===== config.mk =====
export PLATFORM = sky130hd
export DESIGN_NAME = joint_velocity_limiter_integrator
export DESIGN_NICKNAME = d
export VERILOG_FILES = /design/src/design/jvl_pkg.sv /design/src/design/jvl_limit.sv /design/src/design/jvl_integrate.sv /design/src/design/joint_velocity_limiter_integrator.sv
export SDC_FILE = /design/constraint.sdc
export NUM_CORES = 2
export LEC_CHECK = 0
export CAP_MARGIN = 0
export CORE_MARGIN = 4
export CORE_UTILIZATION = 45
export CTS_CLUSTER_DIAMETER = 150
export DETAILED_ROUTE_END_ITERATION = 8
export DONT_BUFFER_PORTS = 1
export PLACE_DENSITY_LB_ADDON = 0.05
export REMOVE_ABC_BUFFERS = 1
export SYNTH_ARGS = -nofsm -noshare
export SYNTH_HDL_FRONTEND = slang
export SYNTH_SLANG_ARGS = --single-unit

===== constraint.sdc =====
create_clock -name clk -period 34.2 [get_ports clk]
set_input_delay 3.42 -clock clk [delete_from_list [all_inputs] [get_ports clk]]
set_output_delay 3.42 -clock clk [all_outputs]
set_load 0.005 [all_outputs]

===== src/design/jvl_pkg.sv =====
// jvl_pkg: shared types, constants and stream packing for the joint velocity
// limiter / integrator. No dependencies; used by every module in design/.
package jvl_pkg;

  // default number of joint stores
  localparam int MAX_JOINTS_DEF = 8;

  // fixed field widths
  localparam int JOINT_W  = 3;
  localparam int POS_W    = 32;
  localparam int VEL_W    = 20;
  localparam int DT_W     = 20;
  localparam int DELTA_W  = 21;
  localparam int COUNT_W  = 4;
  localparam int CFG_DATA_W = 20;
  localparam int CFG_IDX_W  = 1;

  // register indexes
  localparam logic [CFG_IDX_W-1:0] CFG_NUM_JOINTS   = 1'd0;
  localparam logic [CFG_IDX_W-1:0] CFG_DEFAULT_STEP = 1'd1;

  localparam logic [COUNT_W-1:0] NUM_JOINTS_RST   = 4'd1;
  localparam logic [DT_W-1:0]    DEFAULT_STEP_RST = 20'd1049;

  // request kinds
  localparam logic REQ_UPDATE = 1'b0;
  localparam logic REQ_SYNC   = 1'b1;

  // arithmetic constants (Q16.16, time in 2^-20 s)
  localparam int VEL_MAX    = 393216;
  localparam int MARGIN     = 3277;
  localparam int ACCEL_NUM  = 30;
  localparam int ACCEL_SHIFT = 4;
  localparam int TIME_SHIFT = 20;

  localparam int IN_TDATA_W  = 160;
  localparam int OUT_TDATA_W = 56;

  typedef struct packed {
    logic signed [POS_W-1:0] lo;
    logic signed [POS_W-1:0] hi;
    logic                    lo_en;
    logic                    hi_en;
  } limit_t;

  // input tdata, first field in the lowest bits
  typedef struct packed {
    logic [6:0]              pad;
    logic [DT_W-1:0]         step_time;
    logic                    upper_enabled;
    logic                    lower_enabled;
    logic signed [POS_W-1:0] upper_limit;
    logic signed [POS_W-1:0] lower_limit;
    logic signed [POS_W-1:0] measured_position;
    logic signed [POS_W-1:0] vel_cmd;
    logic [JOINT_W-1:0]      joint_index;
  } in_item_t;

  typedef struct packed {
    logic                    pad;
    logic signed [VEL_W-1:0] velocity_out;
    logic signed [POS_W-1:0] target_position;
    logic [JOINT_W-1:0]      joint_out;
  } out_item_t;

endpackage


===== src/design/jvl_limit.sv =====
// jvl_limit: slew limit, velocity clamp and limit-margin zeroing of one command.
// Combinational; depends on jvl_pkg.
module jvl_limit (
  input  logic signed [jvl_pkg::POS_W-1:0]   cmd,
  input  logic signed [jvl_pkg::VEL_W-1:0]   last,
  input  logic        [jvl_pkg::DELTA_W-1:0] delta,
  input  logic signed [jvl_pkg::POS_W-1:0]   pos,
  input  jvl_pkg::limit_t                    lim,
  output logic signed [jvl_pkg::VEL_W-1:0]   vel
);

  localparam int WW = jvl_pkg::POS_W + 1;
  localparam logic signed [WW-1:0] VmaxW   = WW'(jvl_pkg::VEL_MAX);
  localparam logic signed [WW-1:0] VminW   = -WW'(jvl_pkg::VEL_MAX);
  localparam logic signed [WW-1:0] MarginW = WW'(jvl_pkg::MARGIN);

  logic signed [WW-1:0] last_x, delta_x, cmd_x, pos_x, lo_x, hi_x;
  logic signed [WW-1:0] bound_lo, bound_hi, v_a, v_b, v_c, lo_m, hi_m;
  logic signed [jvl_pkg::VEL_W-1:0] v_sat;
  logic near_lo, near_hi;

  always_comb begin
    last_x  = {{(WW-jvl_pkg::VEL_W){last[jvl_pkg::VEL_W-1]}}, last};
    delta_x = {{(WW-jvl_pkg::DELTA_W){1'b0}}, delta};
    cmd_x   = {cmd[jvl_pkg::POS_W-1], cmd};
    pos_x   = {pos[jvl_pkg::POS_W-1], pos};
    lo_x    = {lim.lo[jvl_pkg::POS_W-1], lim.lo};
    hi_x    = {lim.hi[jvl_pkg::POS_W-1], lim.hi};

    bound_lo = last_x - delta_x;
    bound_hi = last_x + delta_x;
    v_a = (cmd_x < bound_lo) ? bound_lo : cmd_x;
    v_b = (v_a > bound_hi) ? bound_hi : v_a;
    v_c = (v_b > VmaxW) ? VmaxW : ((v_b < VminW) ? VminW : v_b);
    v_sat = v_c[jvl_pkg::VEL_W-1:0];

    // stop motion heading out of an enabled limit once inside the margin
    lo_m = lo_x + MarginW;
    hi_m = hi_x - MarginW;
    near_lo = lim.lo_en && (pos_x <= lo_m) && v_sat[jvl_pkg::VEL_W-1];
    near_hi = lim.hi_en && (pos_x >= hi_m) && !v_sat[jvl_pkg::VEL_W-1] && (v_sat != '0);
    vel = (near_lo || near_hi) ? '0 : v_sat;
  end

endmodule


===== src/design/jvl_integrate.sv =====
// jvl_integrate: integrates velocity times step time into the target,
// saturates to 32 bits and clamps to the enabled limits. Depends on jvl_pkg.
module jvl_integrate (
  input  logic signed [jvl_pkg::VEL_W-1:0] vel,
  input  logic        [jvl_pkg::DT_W-1:0]  dt,
  input  logic signed [jvl_pkg::POS_W-1:0] target,
  input  jvl_pkg::limit_t                  lim,
  output logic signed [jvl_pkg::POS_W-1:0] target_next
);

  localparam int PW = jvl_pkg::VEL_W + jvl_pkg::DT_W + 1;
  localparam int SW = jvl_pkg::POS_W + 1;
  localparam int STEP_W = PW - jvl_pkg::TIME_SHIFT;
  localparam logic signed [PW-1:0] HalfW = PW'(1) <<< (jvl_pkg::TIME_SHIFT - 1);

  logic signed [PW-1:0] prod, rounded, shifted;
  logic signed [STEP_W-1:0] step;
  logic signed [SW-1:0] sum;
  logic signed [jvl_pkg::POS_W-1:0] t_sat, t_lo;

  always_comb begin
    prod    = vel * $signed({1'b0, dt});
    rounded = prod + HalfW;
    shifted = rounded >>> jvl_pkg::TIME_SHIFT;
    step    = shifted[STEP_W-1:0];
    sum = {target[jvl_pkg::POS_W-1], target} + {{(SW-STEP_W){step[STEP_W-1]}}, step};
    if (sum[SW-1] != sum[SW-2]) begin
      t_sat = sum[SW-1] ? {1'b1, {(jvl_pkg::POS_W-1){1'b0}}}
                        : {1'b0, {(jvl_pkg::POS_W-1){1'b1}}};
    end else begin
      t_sat = sum[jvl_pkg::POS_W-1:0];
    end
    // lower first, so upper wins on crossed limits
    t_lo = (lim.lo_en && (t_sat < lim.lo)) ? lim.lo : t_sat;
    target_next = (lim.hi_en && (t_lo > lim.hi)) ? lim.hi : t_lo;
  end

endmodule


===== src/design/joint_velocity_limiter_integrator.sv =====
// joint_velocity_limiter_integrator: top level with item register, per-joint
// stores and result register. Depends on jvl_pkg, jvl_limit, jvl_integrate.
//
//   channel  | direction | payload
//   s_axis   | in        | tuser: req_type; tdata: joint/command/position/limits/step
//   m_axis   | out       | tdata: joint_out, target_position, velocity_out
//   cfg      | in        | cfg_we, cfg_index, cfg_data (write only)
//
// One item per cycle while the result side does not stall; an update result is loaded
// as its item leaves the item register. The cycle is set by the store read, clamp chain
// and one 20x21 multiply in the item-register-to-result-register path; stores update on
// the edge that loads the result register. A stalled result holds the item register,
// which then holds s_axis_tready low. rst is synchronous; stores clear at once through
// valid bits, also on a joint count write.
module joint_velocity_limiter_integrator #(
  parameter int MAX_JOINTS = jvl_pkg::MAX_JOINTS_DEF
) (
  input  logic clk,
  input  logic rst,
  input  logic                                s_axis_tvalid,
  output logic                                s_axis_tready,
  // joint_index, velocity command, measured_position, lower_limit, upper_limit,
  // lower_enabled, upper_enabled, step_time, zero fill
  input  logic [jvl_pkg::IN_TDATA_W-1:0]      s_axis_tdata,
  // req_type
  input  logic                                s_axis_tuser,
  output logic                                m_axis_tvalid,
  input  logic                                m_axis_tready,
  // joint_out, target_position, velocity_out, zero fill
  output logic [jvl_pkg::OUT_TDATA_W-1:0]     m_axis_tdata,
  input  logic                                cfg_we,
  input  logic [jvl_pkg::CFG_IDX_W-1:0]       cfg_index,
  input  logic [jvl_pkg::CFG_DATA_W-1:0]      cfg_data
);

  localparam int IDX_W = (MAX_JOINTS > 1) ? $clog2(MAX_JOINTS) : 1;
  localparam int PW = jvl_pkg::POS_W;
  localparam int VW = jvl_pkg::VEL_W;
  localparam int ACC_W = jvl_pkg::DT_W + 5;

  // configuration
  logic [jvl_pkg::COUNT_W-1:0] num_joints;
  logic [jvl_pkg::DT_W-1:0]    default_step;
  logic count_wr;

  assign count_wr = cfg_we && (cfg_index == jvl_pkg::CFG_NUM_JOINTS);

  always_ff @(posedge clk) begin
    if (rst) begin
      num_joints   <= jvl_pkg::NUM_JOINTS_RST;
      default_step <= jvl_pkg::DEFAULT_STEP_RST;
    end else if (cfg_we) begin
      case (cfg_index)
        jvl_pkg::CFG_NUM_JOINTS:   num_joints   <= cfg_data[jvl_pkg::COUNT_W-1:0];
        jvl_pkg::CFG_DEFAULT_STEP: default_step <= cfg_data;
        default: ;
      endcase
    end
  end

  // front end: step time, slew step and joint range check at transfer
  jvl_pkg::in_item_t in_item;
  logic [jvl_pkg::DT_W-1:0]    dt_in;
  logic [ACC_W-1:0]            accel_prod;
  logic [7:0]                  count_x, count_eff;
  logic                        in_act;

  always_comb begin
    in_item = jvl_pkg::in_item_t'(s_axis_tdata);
    dt_in = (in_item.step_time != '0) ? in_item.step_time : default_step;
    if (dt_in == '0) begin
      dt_in = jvl_pkg::DT_W'(1);
    end
    accel_prod = ACC_W'(dt_in) * ACC_W'(jvl_pkg::ACCEL_NUM);
    count_x   = 8'(num_joints);
    count_eff = (count_x > 8'(MAX_JOINTS)) ? 8'(MAX_JOINTS) : count_x;
    in_act    = 8'(in_item.joint_index) < count_eff;
  end

  // item register
  logic                         s1_valid, s1_act, s1_sync, s1_go, s1_result;
  logic [jvl_pkg::JOINT_W-1:0]  s1_joint;
  logic signed [PW-1:0]         s1_cmd, s1_pos;
  jvl_pkg::limit_t              s1_lim;
  logic [jvl_pkg::DT_W-1:0]     s1_dt;
  logic [jvl_pkg::DELTA_W-1:0]  s1_delta;
  logic                         in_xfer;

  assign in_xfer       = s_axis_tvalid && s_axis_tready;
  assign s1_result     = s1_act && !s1_sync;
  assign s1_go         = s1_valid && (!s1_result || !m_axis_tvalid || m_axis_tready);
  assign s_axis_tready = !s1_valid || s1_go;

  always_ff @(posedge clk) begin
    if (rst) begin
      s1_valid <= 1'b0;
    end else if (in_xfer) begin
      s1_valid <= 1'b1;
    end else if (s1_go) begin
      s1_valid <= 1'b0;
    end
  end

  always_ff @(posedge clk) begin
    if (in_xfer) begin
      s1_act     <= in_act;
      s1_sync    <= (s_axis_tuser == jvl_pkg::REQ_SYNC);
      s1_joint   <= in_item.joint_index;
      s1_cmd     <= in_item.vel_cmd;
      s1_pos     <= in_item.measured_position;
      s1_lim.lo  <= in_item.lower_limit;
      s1_lim.hi  <= in_item.upper_limit;
      s1_lim.lo_en <= in_item.lower_enabled;
      s1_lim.hi_en <= in_item.upper_enabled;
      s1_dt      <= dt_in;
      s1_delta   <= accel_prod[jvl_pkg::ACCEL_SHIFT +: jvl_pkg::DELTA_W];
    end
  end

  // per-joint stores; an entry without its valid bit reads as zero
  logic signed [VW-1:0] vel_store [MAX_JOINTS];
  logic signed [PW-1:0] tgt_store [MAX_JOINTS];
  logic [MAX_JOINTS-1:0] vel_valid, tgt_valid;
  logic [jvl_pkg::JOINT_W+IDX_W-1:0] joint_x;
  logic [IDX_W-1:0] addr;
  logic signed [VW-1:0] last_vel, vel_new;
  logic signed [PW-1:0] last_tgt, tgt_new;
  logic upd_we, sync_we;

  assign joint_x  = {{IDX_W{1'b0}}, s1_joint};
  assign addr     = joint_x[IDX_W-1:0];
  assign last_vel = vel_valid[addr] ? vel_store[addr] : '0;
  assign last_tgt = tgt_valid[addr] ? tgt_store[addr] : '0;
  assign upd_we   = s1_go && s1_result;
  assign sync_we  = s1_go && s1_act && s1_sync;

  jvl_limit u_limit (
    .cmd   (s1_cmd),
    .last  (last_vel),
    .delta (s1_delta),
    .pos   (s1_pos),
    .lim   (s1_lim),
    .vel   (vel_new)
  );

  jvl_integrate u_integrate (
    .vel         (vel_new),
    .dt          (s1_dt),
    .target      (last_tgt),
    .lim         (s1_lim),
    .target_next (tgt_new)
  );

  always_ff @(posedge clk) begin
    if (upd_we) begin
      vel_store[addr] <= vel_new;
      tgt_store[addr] <= tgt_new;
    end else if (sync_we) begin
      tgt_store[addr] <= s1_pos;
    end
  end

  always_ff @(posedge clk) begin
    if (rst || count_wr) begin
      vel_valid <= '0;
      tgt_valid <= '0;
    end else begin
      if (upd_we) begin
        vel_valid[addr] <= 1'b1;
      end
      if (upd_we || sync_we) begin
        tgt_valid[addr] <= 1'b1;
      end
    end
  end

  // result register
  jvl_pkg::out_item_t out_item;

  always_ff @(posedge clk) begin
    if (rst) begin
      m_axis_tvalid <= 1'b0;
    end else if (upd_we) begin
      m_axis_tvalid <= 1'b1;
    end else if (m_axis_tready) begin
      m_axis_tvalid <= 1'b0;
    end
  end

  always_ff @(posedge clk) begin
    if (upd_we) begin
      out_item.pad             <= 1'b0;
      out_item.joint_out       <= s1_joint;
      out_item.target_position <= tgt_new;
      out_item.velocity_out    <= vel_new;
    end
  end

  assign m_axis_tdata = out_item;

  // checks
  a_result_follows_update: assert property (@(posedge clk) disable iff (rst)
    upd_we |=> m_axis_tvalid && (m_axis_tdata[jvl_pkg::JOINT_W-1:0] == $past(s1_joint)))
    else $error("update did not load the result register");

  a_count_write_clears: assert property (@(posedge clk) disable iff (rst)
    count_wr |=> (vel_valid == '0) && (tgt_valid == '0))
    else $error("joint count write did not clear the stores");

  a_item_held_on_stall: assert property (@(posedge clk) disable iff (rst)
    s1_valid && !s1_go |=> s1_valid && $stable(s1_joint) && $stable(s1_cmd))
    else $error("item register changed while stalled");

  a_result_drains: assert property (@(posedge clk) disable iff (rst)
    m_axis_tvalid && m_axis_tready && !upd_we |=> !m_axis_tvalid)
    else $error("result delivered twice");

endmodule


# [After elaboration in Yosys (flattened, before gate mapping)]
# Memories as Yosys holds them, arrays and structs flattened. A register that Yosys moved wholly into a read port is not among the register bits.
# Index checks and enable logic that the tools add are counted.
[op_classes] add_sub_neg=6 mul=2 div=0 magnitude_cmp=12 n_eq_ne=1 shift=0 mux=32 bitwise_logic=4 reduce_logical=33
[ops] operator="$mux 32" n=6
[ops] operator="$mux 20" n=6
[ops] operator="$mux 33" n=2
[ops] operator="$add 41x21->41 const B" n=1
[ops] operator="$mul 20x21->41" n=1
[ops] operator="$reduce_bool 20->1" n=2
[ops] operator="$add 32x13->33 const B" n=1
[ops] operator="$add 32x21->33" n=1
[ops] operator="$ge 32x33->1" n=1
[ops] operator="$gt 33x20->1 const B" n=1
[ops] operator="$gt 33x33->1" n=1
[ops] operator="$le 32x33->1" n=1
[ops] operator="$lt 33x20->1 const B" n=1
[ops] operator="$sub 32x13->33 const B" n=1
[ops] operator="$gt 32x32->1" n=1
[ops] operator="$lt 32x23->1" n=1
[ops] operator="$lt 32x32->1" n=1
[ops] operator="$mul 20x4->24 const B" n=1
[ops] operator="$add 20x22->23" n=1
[ops] operator="$sub 20x22->23" n=1
[ops] operator="$logic_not 20->1" n=1
[ops] operator="$or 8x8->8" n=2
[ops] operator="$logic_and 1x1->1" n=15
[ops] operator="$mux 1" n=12
[ops] operator="other kinds (15)" n=28
[word_totals] register_bits=273 latchBits=0 ramBits=416 mem_bits_ro=0 output_inout_bits=58 memories=2
[memory_table] memory="tgt_store" depth=8 word_bits=32 read_ports=1 rd_ports_with_merged_regs=1 wr=1 line="joint_velocity_limiter_integrator.sv:122" source="logic signed [PW-1:0] tgt_store [MAX_JOINTS];"
[memory_table] memory="vel_store" depth=8 word_bits=20 read_ports=1 rd_ports_with_merged_regs=1 wr=1 line="joint_velocity_limiter_integrator.sv:121" source="logic signed [VW-1:0] vel_store [MAX_JOINTS];"

# [Longest topological paths before layout]
[depth] ltp_word=28 depth_mapped=130 ltp_nobuf=118

# [Cells and area by module]
# Synthesis repeated with hierarchy kept, for this count alone.
[hier_totals] hier_cells=4546 area_unflattened_um2=52293.9
[by_module_without_submodules] mod="joint_velocity_limiter_integrator" n_inst=1 cells_each=1436 area_per_inst_um2=27103.5 seq_area_each_um2=20329.5
[by_module_without_submodules] mod="jvl_integrate" n_inst=1 cells_each=2080 area_per_inst_um2=17874.6 seq_area_each_um2=0.0
[by_module_without_submodules] mod="jvl_limit" n_inst=1 cells_each=1030 area_per_inst_um2=7315.8 seq_area_each_um2=0.0

# [Least setup slack after synthesis]
# OpenSTA, ideal clock, no wires.
[synth_path] path_type="reg-to-reg" start="register with a tool-made name" end="memory tgt_store[0][29] (netlist name), data pin" setup_ns=0.283 t_arrival_ns=25.613 t_required_ns=33.917 path_slack_ns=8.304 stages_incl_launch_ff=124 synth_period_minus_slack_ns=25.896 path_cell_list="dfxtp_1 -> buf_2 -> buf_1 -> clkbuf_1 -> buf_1 -> mux4_2 -> mux2i_1 -> nor2_1 -> ha_1 -> clkbuf_1 -> a21o_1 -> nand2_1 -> o21ai_0 -> nor4_2 -> a211oi_1 -> nor2_1 -> o21ai_1 -> and4_1 -> (+88 left out) -> ha_1 -> nand4_1 -> nor2_1 -> nor2_1 -> a21boi_0 -> o21ai_0 -> nand2b_1 -> a21oi_1 -> nor3_1 -> o21ai_0 -> o311ai_0 -> xor2_1 -> a211oi_1 -> nand2b_1 -> clkbuf_1 -> clkbuf_1 -> nor2_1 -> a311oi_1"
[synth_lines] element="end: declaration" line="joint_velocity_limiter_integrator.sv:122"

==> run_results.csv <==
group,metric,value,unit
final_layout,fin_cells,6113,
setup_path,start_kind,"register",
clocking,clock_path_buffers,3,
final_layout,multi_input_area,0.0286,mm^2
detailed_routing,wl,138000,um
power,vdd_drop_max,0.0772,mV
grt,grt-ovfl-total,0,
timing,fin_crit_sh,91.4,%
final_layout,drive_above_1_share,9.14,%
timing,timing.fmax,32.0,MHz
setup_path,critPathArrivalTime,31.60,ns
synth,yosys_register_bits,692,
setup_path,max_stage_delay,0.92,ns
synth,seq_area_frac_synth,39.0,%
grt,grt_pass1_wl,212000,um
synth,yosysTopAreaCellShare,37.3,%
final_layout,seq_area,0.0203,mm^2
timing,maxSlewViolCount,0,
power,p_leak,24.6,nW
synth,async_flop_share,0,%
clocking,cts_tree,"yes",
timing,finalCriticalPeriod,31.25,ns
grt,grt_max_degree,111,
floorplanning,initial_core_util,45.4,%
timing,hold_violations,0,
setup_path,path_common_cell,"a21oi_1",
synth,synth_area_leaders,"edfxtp_1, fa_1, ha_1",
detailed_routing,vias,33768,
clocking,hold_buffers,0,
clocking,clk_pin_slew,0.06,ns
synth,ys_warn_count,0,
placed_design,place.gp.congestion,0.853,
placed_design,port_buffers,0,
setup_path,worst_path_max_delay_cell,"dfxtp_4",
synth,synth.distinct_cells,84,
clocking,clock-root-buffer,"clkbuf_16",
timing,worst_pin_slew,1.17,ns
detailed_routing,ant_nets,0,
synth,ys.flop_type,"edfxtp_1",
placed_design,dp_hpwl,101000,um
clocking,post_cts_resized,0,
floorplanning,coreArea,0.115,mm^2
synth,synth_edf_count,647,
final_layout,fill_cells,10280,
synth,yosysTopAreaCell,"edfxtp_1",
detailed_routing,drtIter0Drc,2216,
setup_path,end_kind,"register",
detailed_routing,wire_per_inst,22.5,um
timing,rsz0062_at_grt,"no",
floorplanning,die_area,0.121,mm^2
floorplanning,die_y,348,um
detailed_routing,dr.pass1.iters,5,
synth,syn_inst,4571,
clocking,cts_inserted_buffers,80,
setup_path,cp_max_fo,88,
final_layout,nets,5557,
outcome,status,"complete, no violations",
timing,max-slew-margin-rel,22.1,%
synth,avgSynthCellArea,11.4,um^2
clocking,post_cts_buffers,0,
setup_path,critPathKind,"register to register",
floorplanning,fp-row-count,124,
floorplanning,boundaryPins,245,
hold_path,hold_class,"register to register",
timing,finalClockSkew,0.0350,ns
final_layout,final_common_cell,"edfxtp_1",
grt,grt.total_usage,23.0,%
grt,grt_pass1_vias,35104,
grt,antenna_found_initial,17,
setup_path,required,34.54,ns
timing,finalSetupViolCount,0,
placed_design,dp_cells,5961,
final_layout,mostFrequentLayoutCells,"edfxtp_1, inv_1, ha_1",
clocking,clock_latency,0.68,ns
synth,synth_area,0.0521,mm^2
detailed_routing,avgViaCountPerCell,5.52,
final_layout,syn2layout_area_growth,9.00,%
run,maxCapViolations,0,
clocking,htree_levels,3,
power,p_per_area,74.9,mW/mm^2
detailed_routing,drcViolationCount,0,
final_layout,postLayoutCoreUtil,49.5,%
clocking,cts_sinks,692,
floorplanning,die_w,348,um
[registers in the layout, summed over array words and instances, names as in the netlist, 20 cells and up, named ones only]
signal        flops
default_step     20
s1_dt            20
s1_pos           32
m_axis_tdata     55
s1_delta         21
tgt_store       256
s1_cmd           32
vel_store       160
s1_lim           66
[through the flow]
step / cell area [um^2] / hold WS (ns) / setup TNS [ns] / power, W / worst slack, ns
floorplan: 51000 / 0.429 / -1622.34 / 0.00269 / -6.38
global placement: 54000 / 0.437 / 0 / 0.00338 / 2.91
detailed placement: 54000 / 0.444 / 0 / 0.00338 / 2.79
CTS: 56800 / 0.452 / 0 / 0.00431 / 2.63
global route: 56800 / 0.468 / 0 / 0.00460 / 0.797
finish: 56800 / 0.452 / 0 / 0.00425 / 2.95
[Yosys cell counts, types with 16 or more instances]
| cell | instances |
|---|---|
| nand2b_1 | 55 |
| nand4_1 | 57 |
| and2_1 | 47 |
| nor4_1 | 30 |
| buf_4 | 23 |
| buf_1 | 20 |
| nand2_1 | 174 |
| o21bai_1 | 19 |
| a21o_1 | 105 |
| a21oi_1 | 213 |
| clkbuf_1 | 147 |
| nand3_1 | 240 |
| xnor2_1 | 136 |
| nor2b_1 | 43 |
| fa_1 | 359 |
| nor2_1 | 231 |
| nor3_1 | 56 |
| o21a_1 | 40 |
| edfxtp_1 | 647 |
| buf_2 | 20 |
| ha_1 | 480 |
| inv_1 | 618 |
| dfxtp_1 | 45 |
| a31oi_1 | 16 |
| mux4_2 | 106 |
| mux2i_1 | 78 |
| o21ai_0 | 114 |
| and3_1 | 179 |
| xor2_1 | 28 |
| mux2_2 | 28 |
[where the power goes]
part / switching [W] / total (W) / internal, W
Combinational: 0.00132 / 0.00213 / 0.000812
Clock: 0.000364 / 0.000893 / 0.000529
Sequential: 0.0000413 / 0.00122 / 0.00118
[worst paths after layout]
| check | endpoint | slack [ns] | start | depth (start not counted) |
|---|---|---|---|---|
| max reg2reg | tgt_store[2][21] | 2.95 | register | 110 |
| min reg2reg | default_step[2] | 0.45 | default_step[2] | 2 |
| max | tgt_store[2][21] | 2.95 | register | 110 |
| min | default_step[2] | 0.45 | default_step[2] | 2 |
[kinds of logic after synthesis]
group / count (synthesis) / synth area share (%)
AO/OA/AOI/OAI: 646 / 8.05
XOR/XNOR: 164 / 2.76
adder cells (fa/ha/maj): 845 / 25.4
buffers and inverters: 842 / 6.47
flip-flops: 692 / 39.0
multiplexers: 213 / 6.73
other: 1 / 0.00720
AND/OR/NAND/NOR: 1168 / 11.5
[critical path, delay by kind of cell (launching register included)]
| kind | cells | cell delay, ns |
|---|---|---|
| xor+xnor | 3 | 0.46 |
| simple gates | 31 | 6.74 |
| compound gates | 49 | 13.30 |
| fa+ha+maj | 14 | 5.86 |
| buf+inv | 10 | 2.12 |
| flops | 1 | 0.92 |
| mux | 3 | 1.31 |
[final cells by class]
| cell class | instances | share of cell area [%] |
|---|---|---|
| antenna | 5 | 0.0220 |
| clock buffer | 99 | 3.80 |
| clock inverter | 48 | 1.07 |
| inverter | 619 | 4.11 |
| multi-input combinational | 3037 | 50.4 |
| sequential | 692 | 35.8 |
| tap | 1512 | 3.33 |
| timing repair buffer | 101 | 1.40 |
[metal layers]
layer | GRT usage, % | part of all wire, %
met2 | 38.7 | 48
met3 | 4.50 | 5.4
met1 | 30.4 | 44
met4 | 6.67 | 2.9
met5 | 0 | 0.066
No activity file was read; power rests on OpenSTA's default activity.
